File: config.mk
export PLATFORM = sky130hd
export DESIGN_NAME = four_corner_gradient_color
export DESIGN_NICKNAME = d
export VERILOG_FILES = /design/src/hw/rtl/fcgc_pkg.sv /design/src/hw/rtl/four_corner_gradient_color.sv
export SDC_FILE = /design/constraint.sdc
export NUM_CORES = 2
export LEC_CHECK = 0
export BUFFER_PORTS_ARGS = -buffer_cell sky130_fd_sc_hd__buf_4
export CORE_ASPECT_RATIO = 1.4
export CORE_UTILIZATION = 50
export CTS_CLUSTER_SIZE = 24
export DETAILED_ROUTE_END_ITERATION = 12
export PLACE_DENSITY = 0.66
export SETUP_SLACK_MARGIN = 0.1
export SLEW_MARGIN = 25
export SYNTH_ARGS = -nofsm -noshare
export SYNTH_HDL_FRONTEND = slang
export SYNTH_SLANG_ARGS = --single-unit
File: constraint.sdc
create_clock -name i_clk -period 24.1 [get_ports i_clk]
set_input_delay 4.82 -clock i_clk [delete_from_list [all_inputs] [get_ports i_clk]]
set_output_delay 4.82 -clock i_clk [all_outputs]
set_load 0.01 [all_outputs]
File: src/hw/rtl/fcgc_pkg.sv
// shared types and constants of the four-corner gradient color block
// no dependencies
`default_nettype none

package fcgc_pkg;

    localparam int CH_W        = 8;
    localparam int NUM_CH      = 3;
    localparam int NUM_CORNERS = 4;
    localparam int COLOR_W     = NUM_CH * CH_W;
    localparam int CELL_W      = 7;
    localparam int N_CFG_W     = 8;
    localparam int CFG_IDX_W   = 3;
    localparam int MIN_CELLS   = 2;
    // sum < 4 * 255 * (N-1) + N-1, so the quotient stays below 1024
    localparam int QUOT_W      = 10;
    localparam int IN_TDATA_W  = 16;
    localparam int OUT_TDATA_W = COLOR_W;

    typedef enum logic [CFG_IDX_W-1:0] {
        CFG_CELLS_PER_EDGE = 3'd0,
        CFG_CORNER_UL      = 3'd1,
        CFG_CORNER_UR      = 3'd2,
        CFG_CORNER_LR      = 3'd3,
        CFG_CORNER_LL      = 3'd4
    } t_cfg_index;

    // corner order: upper-left, upper-right, lower-right, lower-left
    localparam logic [N_CFG_W-1:0] RST_CELLS_PER_EDGE = 8'd15;
    localparam logic [COLOR_W-1:0] RST_CORNER_UL      = 24'h000000;
    localparam logic [COLOR_W-1:0] RST_CORNER_UR      = 24'h0000FF;
    localparam logic [COLOR_W-1:0] RST_CORNER_LR      = 24'h00FF00;
    localparam logic [COLOR_W-1:0] RST_CORNER_LL      = 24'hFF0000;

    localparam logic [CH_W-1:0] LEVEL_MAX = 8'hFF;

    function automatic logic [CH_W-1:0] channel_of(input logic [COLOR_W-1:0] color,
                                                  input int ch);
        return color[ch*CH_W +: CH_W];
    endfunction

endpackage

`default_nettype wire

File: src/hw/rtl/four_corner_gradient_color.sv
// four-corner gradient color block: grid cell in, blended rgb out
// depends on fcgc_pkg
`default_nettype none

// Each request carries one grid cell (column, row) and gives one rgb result,
// blended from four corner colors by Chebyshev-distance weights over N-1,
// floored and clamped at 255; a cell outside the grid gives white with the
// in_grid flag low. The pipeline takes one request per clock while the output
// is not stalled; from input accept to output valid it runs through weights,
// products, sums, five radix-4 stages of the restoring divider by N-1, and
// the clamp into the output register. Each stage holds its item while the
// next one is full, so bubbles close up under backpressure. Configuration
// writes are taken at any time and should land while the pipeline is empty.
module four_corner_gradient_color #(
    parameter int MAX_CELLS = 128
) (
    input  wire logic                               i_clk,
    input  wire logic                               i_rst_n,
    input  wire logic                               s_axis_tvalid,
    output      logic                               s_axis_tready,
    // [6:0] cell_column, [13:7] cell_row, [15:14] zero
    input  wire logic [fcgc_pkg::IN_TDATA_W-1:0]    s_axis_tdata,
    output      logic                               m_axis_tvalid,
    input  wire logic                               m_axis_tready,
    // [7:0] red_level, [15:8] green_level, [23:16] blue_level
    output      logic [fcgc_pkg::OUT_TDATA_W-1:0]   m_axis_tdata,
    // [0] in_grid
    output      logic                               m_axis_tuser,
    input  wire logic                               i_cfg_valid,
    output      logic                               o_cfg_ready,
    input  wire logic [fcgc_pkg::CFG_IDX_W-1:0]     i_cfg_index,
    input  wire logic [fcgc_pkg::COLOR_W-1:0]       i_cfg_data
);

    import fcgc_pkg::*;

    localparam int LW             = $clog2(MAX_CELLS);
    localparam int NW             = $clog2(MAX_CELLS + 1);
    localparam int WW             = (NW > N_CFG_W) ? NW : N_CFG_W;
    localparam int CW             = (LW > CELL_W) ? LW : CELL_W;
    localparam int PW             = CH_W + LW;
    localparam int SW             = LW + QUOT_W;
    localparam int DIV_STAGES     = 5;
    localparam int BITS_PER_STAGE = QUOT_W / DIV_STAGES;
    localparam int NST            = DIV_STAGES + 4;
    localparam int ST_PROD        = 1;
    localparam int ST_SUM         = 2;

    // configuration registers
    logic [N_CFG_W-1:0] r_cells_per_edge;
    logic [COLOR_W-1:0] r_corner [NUM_CORNERS];

    assign o_cfg_ready = 1'b1;

    always_ff @(posedge i_clk) begin
        if (!i_rst_n) begin
            r_cells_per_edge <= RST_CELLS_PER_EDGE;
            r_corner[0]      <= RST_CORNER_UL;
            r_corner[1]      <= RST_CORNER_UR;
            r_corner[2]      <= RST_CORNER_LR;
            r_corner[3]      <= RST_CORNER_LL;
        end else if (i_cfg_valid) begin
            case (t_cfg_index'(i_cfg_index))
                CFG_CELLS_PER_EDGE: r_cells_per_edge <= i_cfg_data[N_CFG_W-1:0];
                CFG_CORNER_UL:      r_corner[0] <= i_cfg_data;
                CFG_CORNER_UR:      r_corner[1] <= i_cfg_data;
                CFG_CORNER_LR:      r_corner[2] <= i_cfg_data;
                CFG_CORNER_LL:      r_corner[3] <= i_cfg_data;
                default: ;
            endcase
        end
    end

    // effective grid size and divisor, to be kept static by the user while items flow; not enforced here
    logic [WW-1:0] cfg_n;
    logic [WW-1:0] n_eff;
    logic [WW-1:0] n_m1;
    logic [LW-1:0] last;

    always_comb begin
        cfg_n = WW'(r_cells_per_edge);
        if (cfg_n < WW'(MIN_CELLS)) begin
            n_eff = WW'(MIN_CELLS);
        end else if (cfg_n > WW'(MAX_CELLS)) begin
            n_eff = WW'(MAX_CELLS);
        end else begin
            n_eff = cfg_n;
        end
        n_m1 = n_eff - WW'(1);
        last = n_m1[LW-1:0];
    end

    // stage enables, a stage moves when it is empty or its successor moves
    logic [NST-1:0] stage_en;
    logic [NST-1:0] r_vld;

    always_comb begin
        stage_en[NST-1] = !r_vld[NST-1] || m_axis_tready;
        for (int k = NST - 2; k >= 0; k--) begin
            stage_en[k] = !r_vld[k] || stage_en[k+1];
        end
    end

    assign s_axis_tready = stage_en[0];

    always_ff @(posedge i_clk) begin
        if (!i_rst_n) begin
            r_vld <= '0;
        end else begin
            if (stage_en[0]) begin
                r_vld[0] <= s_axis_tvalid;
            end
            for (int k = 1; k < NST; k++) begin
                if (stage_en[k]) begin
                    r_vld[k] <= r_vld[k-1];
                end
            end
        end
    end

    // stage 0: corner weights
    function automatic logic [CW-1:0] larger(input logic [CW-1:0] a, input logic [CW-1:0] b);
        return (a > b) ? a : b;
    endfunction

    logic [CELL_W-1:0] col;
    logic [CELL_W-1:0] row;
    logic              in_grid;
    logic [CW-1:0]     colx;
    logic [CW-1:0]     rowx;
    logic [CW-1:0]     lastx;
    logic [CW-1:0]     inv_col;
    logic [CW-1:0]     inv_row;
    logic [CW-1:0]     corner_dist [NUM_CORNERS];
    logic [CW-1:0]     wfull [NUM_CORNERS];

    always_comb begin
        col     = s_axis_tdata[CELL_W-1:0];
        row     = s_axis_tdata[2*CELL_W-1:CELL_W];
        in_grid = (WW'(col) < n_eff) && (WW'(row) < n_eff);
        colx    = CW'(col);
        rowx    = CW'(row);
        lastx   = CW'(last);
        inv_col = lastx - colx;
        inv_row = lastx - rowx;
        corner_dist[0] = larger(colx, rowx);
        corner_dist[1] = larger(inv_col, rowx);
        corner_dist[2] = larger(inv_col, inv_row);
        corner_dist[3] = larger(colx, inv_row);
        for (int c = 0; c < NUM_CORNERS; c++) begin
            wfull[c] = lastx - corner_dist[c];
        end
    end

    logic [LW-1:0] r_w    [NUM_CORNERS];
    logic [NST-2:0] r_grid;

    // stage 1: products, stage 2: sums split into divider remainder and low bits
    logic [PW-1:0]     r_prod [NUM_CH][NUM_CORNERS];
    logic [SW-1:0]     n_sum  [NUM_CH];
    logic [LW-1:0]     r_rem  [DIV_STAGES+1][NUM_CH];
    logic [QUOT_W-1:0] r_quo  [DIV_STAGES+1][NUM_CH];
    logic [LW-1:0]     n_rem  [DIV_STAGES+1][NUM_CH];
    logic [QUOT_W-1:0] n_quo  [DIV_STAGES+1][NUM_CH];

    always_comb begin
        for (int ch = 0; ch < NUM_CH; ch++) begin
            n_sum[ch] = '0;
            for (int c = 0; c < NUM_CORNERS; c++) begin
                n_sum[ch] = n_sum[ch] + SW'(r_prod[ch][c]);
            end
        end
    end

    // restoring divide by n-1, two quotient bits per stage;
    // the top sum bits are already below n-1, so the remainder starts there
    always_comb begin
        logic [LW:0]       trial;
        logic [LW-1:0]     rem;
        logic [QUOT_W-1:0] x;
        trial = '0;
        rem   = '0;
        x     = '0;
        for (int ch = 0; ch < NUM_CH; ch++) begin
            n_rem[0][ch] = n_sum[ch][SW-1:QUOT_W];
            n_quo[0][ch] = n_sum[ch][QUOT_W-1:0];
        end
        for (int s = 1; s <= DIV_STAGES; s++) begin
            for (int ch = 0; ch < NUM_CH; ch++) begin
                rem = r_rem[s-1][ch];
                x   = r_quo[s-1][ch];
                for (int b = 0; b < BITS_PER_STAGE; b++) begin
                    trial = {rem, x[QUOT_W-1]};
                    x     = {x[QUOT_W-2:0], 1'b0};
                    if (trial >= {1'b0, last}) begin
                        trial = trial - {1'b0, last};
                        x[0]  = 1'b1;
                    end
                    rem = trial[LW-1:0];
                end
                n_rem[s][ch] = rem;
                n_quo[s][ch] = x;
            end
        end
    end

    always_ff @(posedge i_clk) begin
        if (stage_en[0]) begin
            r_grid[0] <= in_grid;
            for (int c = 0; c < NUM_CORNERS; c++) begin
                r_w[c] <= wfull[c][LW-1:0];
            end
        end
        if (stage_en[ST_PROD]) begin
            r_grid[ST_PROD] <= r_grid[0];
            for (int ch = 0; ch < NUM_CH; ch++) begin
                for (int c = 0; c < NUM_CORNERS; c++) begin
                    r_prod[ch][c] <= PW'(channel_of(r_corner[c], ch)) * PW'(r_w[c]);
                end
            end
        end
        for (int s = 0; s <= DIV_STAGES; s++) begin
            if (stage_en[ST_SUM + s]) begin
                r_grid[ST_SUM + s] <= r_grid[ST_SUM + s - 1];
                for (int ch = 0; ch < NUM_CH; ch++) begin
                    r_rem[s][ch] <= n_rem[s][ch];
                    r_quo[s][ch] <= n_quo[s][ch];
                end
            end
        end
    end

    // output stage: clamp, white outside the grid
    logic [OUT_TDATA_W-1:0] n_out;
    logic [OUT_TDATA_W-1:0] r_out;
    logic                   r_out_grid;

    always_comb begin
        for (int ch = 0; ch < NUM_CH; ch++) begin
            if (!r_grid[NST-2] || (r_quo[DIV_STAGES][ch] > QUOT_W'(LEVEL_MAX))) begin
                n_out[ch*CH_W +: CH_W] = LEVEL_MAX;
            end else begin
                n_out[ch*CH_W +: CH_W] = r_quo[DIV_STAGES][ch][CH_W-1:0];
            end
        end
    end

    always_ff @(posedge i_clk) begin
        if (stage_en[NST-1]) begin
            r_out      <= n_out;
            r_out_grid <= r_grid[NST-2];
        end
    end

    assign m_axis_tvalid = r_vld[NST-1];
    assign m_axis_tdata  = r_out;
    assign m_axis_tuser  = r_out_grid;

endmodule

`default_nettype wire

==> out/summary.txt <==
adder-cell share of the synthesized area -> 32.4%
Hold Worst Slack -> 0.415 ns
wire length on met3 -> 3890 um
nets -> 6643
initial antenna violation count -> 4
routability cong. -> 0.899
Die W -> 288 um
Post-Syn Instances -> 5285
Mean Syn Cell Area -> 10.9 sq um
Setup TNS Final -> 0 ns
failing checks -> DRC
RR Endpoint -> r_rem[2][4]
Worst Hold Class -> flip-flop to flip-flop
Final Critical Period -> 12.37 ns
crit-path max FO -> 54
ratio of final minimum period to clock period -> 51.3%
Vias per Instance -> 5.46
syn_nets -> 6536
Post-synth EDFFs -> 622
Simple-Gate Fraction of Synth Area -> 13.8%
clock buffer depth -> 3
Clock transition at path regs -> 0.06 ns
Die H -> 403 um
Final Hold Fails -> 0
share of the synthesized area in the top cell type -> 32.5%
Post-synth top cells -> ha_1 (732), inv_1 (630), edfxtp_1 (622), nand2_1 (486), fa_1 (471)
GR Util All Layers -> 21.8%
GRT overflow -> 0
H-tree levels -> 3
WS Path Type -> primary input to output port
vias in the first global route -> 39900
ys flop type -> edfxtp_1
Die ar. -> 116000 sq um
routed len/inst -> 17.7 um
Yosys Warn Count -> 0
drt initial violations -> 1543
RR Startpoint -> cfg_n[2]
post-synthesis async set-or-reset flop share -> 0%
fill count -> 9797
Yosys cell types -> 85
antenna-violating nets left -> 0
ant diodes -> 0
top routing layer in use -> met5
Post-CTS Hold Buffers -> 0
Post-CTS Setup Bufs -> 0
Max Cap Viol -> 0
multiplexer area fraction after synthesis -> 3.97%
CTS buffer count -> 70
Setup Skew -> 0.0236 ns
max-slew violations -> 0
Max-slew headroom -> 26.1%
Max Clock Freq -> 80.9 MHz
largest family of logic cells by synthesized area -> adder cells
FF+latch count, synth -> 639
most numerous cell in the Yosys netlist -> ha_1
cts repair resizes -> 0
RSZ-0062 raised after global routing -> no
met2 wire len -> 64700 um
r2r setup slk -> 16.71 ns
status -> finished, violations left
CTS tree -> yes
I/O Buffers -> 72
area fraction in compound gates after synthesis -> 7.81%
total number of vias -> 37800
leading area contributor after synthesis -> edfxtp_1
Worst Tran Pin Value -> 1.11 ns
dpl hpwl -> 97200 um
clk sinks -> 639
Core Region -> 113000 sq um
crit end category -> output port
Initial DRT Pass Iterations -> 9
pin count of the biggest net entering global routing -> 63
worst-case reg-to-reg path depth -> 23
critical path data arrival time -> 7.55 ns
final wirelength -> 122000 um
layout cells sized above 1 -> 7.96%
Synth-to-Final Area Change -> 8.57%
Starting Density -> 50.6%
Cell Area, Synth -> 57400 sq um
Post-Synth XOR/XNOR Area -> 4.27%
critical path data required time -> 19.28 ns
Crit. Startpoint -> m_axis_tready
post-synthesis sequential area ratio -> 33.1%
clock root buffer -> clkbuf_16
site row count -> 146
Clock Latency Late Sink -> 0.66 ns
metal1 wirelength -> 50400 um
first-pass GRT wire length -> 201000 um
CP Capture Point -> s_axis_tready
CP startpoint kind -> primary input
# setup viols final -> 0
drt drc -> 8
final core occ -> 55.0%
top post-synthesis cells by area -> edfxtp_1 (33%), fa_1 (16%), ha_1 (16%), inv_1 (4.1%), and2_1 (4.0%)
Ports -> 76
-- logic make-up after synthesis --
group	count (synthesis)
flops	639
xor+xnor	279
buf+inv	708
mux	205
fa+ha+maj	1204
other cells	1
compound gates	674
simple gates	1575
-- worst min path at each step --
stage / startpoint / endpoint / slack (ns) / depth (start not counted)
after floorplan: r_grid[0] / r_grid[1] / 0.40 / 0
after global placement: r_quo[0][22] / r_quo[1][24] / 0.40 / 0
after detailed placement: r_grid[1] / r_grid[2] / 0.40 / 0
after CTS: r_quo[1][14] / r_quo[2][16] / 0.41 / 0
after global routing: r_quo[1][14] / r_quo[2][16] / 0.41 / 0
final: r_quo[3][11] / r_quo[4][13] / 0.41 / 0
-- through the flow --
step,worst slack (ns),cell area [sq um],std cells
2_1_floorplan,11.25,57400,5285
5_1_grt,11.52,62300,6930
6_report,11.73,62300,6930
3_5_place_dp,11.73,59900,6800
3_3_place_gp,11.84,59900,6797
4_1_cts,11.69,62300,6930
-- layout make-up --
class / instances / area (sq um) / area share (%)
Clock inverter: 47 / 495 / 0.795
Timing Repair Buffer: 113 / 908 / 1.46
Clock buffer: 83 / 1910 / 3.06
Multi-Input combinational cell: 3938 / 35800 / 57.4
Inverter: 630 / 2370 / 3.81
Sequential cell: 639 / 19000 / 30.5
Tap cell: 1480 / 1850 / 2.97
-- placed cells by master, fill, tap and decap left out, types with 32 or more instances in the layout --
master,n
ha_1,731
inv_1,626
edfxtp_1,622
nand2_1,484
fa_1,471
and2_1,366
nor2_1,258
xnor2_1,219
a21oi_1,179
mux2_2,118
o21ai_0,116
buf_4,110
nor2b_1,91
nand2b_1,83
a21o_1,79
clkbuf_16,74
mux2i_1,70
nand3_1,69
xor2_1,59
nor3_1,51
o21a_1,50
or3_1,45
nand4_1,33
o21ai_1,32
-- registers in the layout, indices dropped and copies added, names as in the netlist --
| signal | count |
|---|---|
| m_axis_tuser | 1 |
| r_rem | 105 |
| cfg_n | 8 |
| r_quo | 180 |
| m_axis_tdata | 24 |
| r_corner | 96 |
| r_prod | 180 |
| r_vld | 9 |
| r_grid | 8 |
| r_w | 28 |
-- layer usage --
layer / vias to the layer above / global-route usage (%)
met1: 18800 / 25.6
met2: 573 / 40.7
met5: - / 0
met4: 2 / 7.24
met3: 183 / 2.52
li1: 18300 / -
-- worst max-delay path, cell delays in order --
cell and delay [ns]:
buf_4 0.11, nor2b_1 0.37, and3_1 0.37, and3_1 0.35, nand3_2 0.10, buf_4 0.35
nor2_1 0.44, nand2_1 0.11, buf_4 0.28, buf_4 0.22
Power is left out: the tool's default activity adds up to more than one toggle a clock period on the data nets, which glitch-free logic cannot reach.
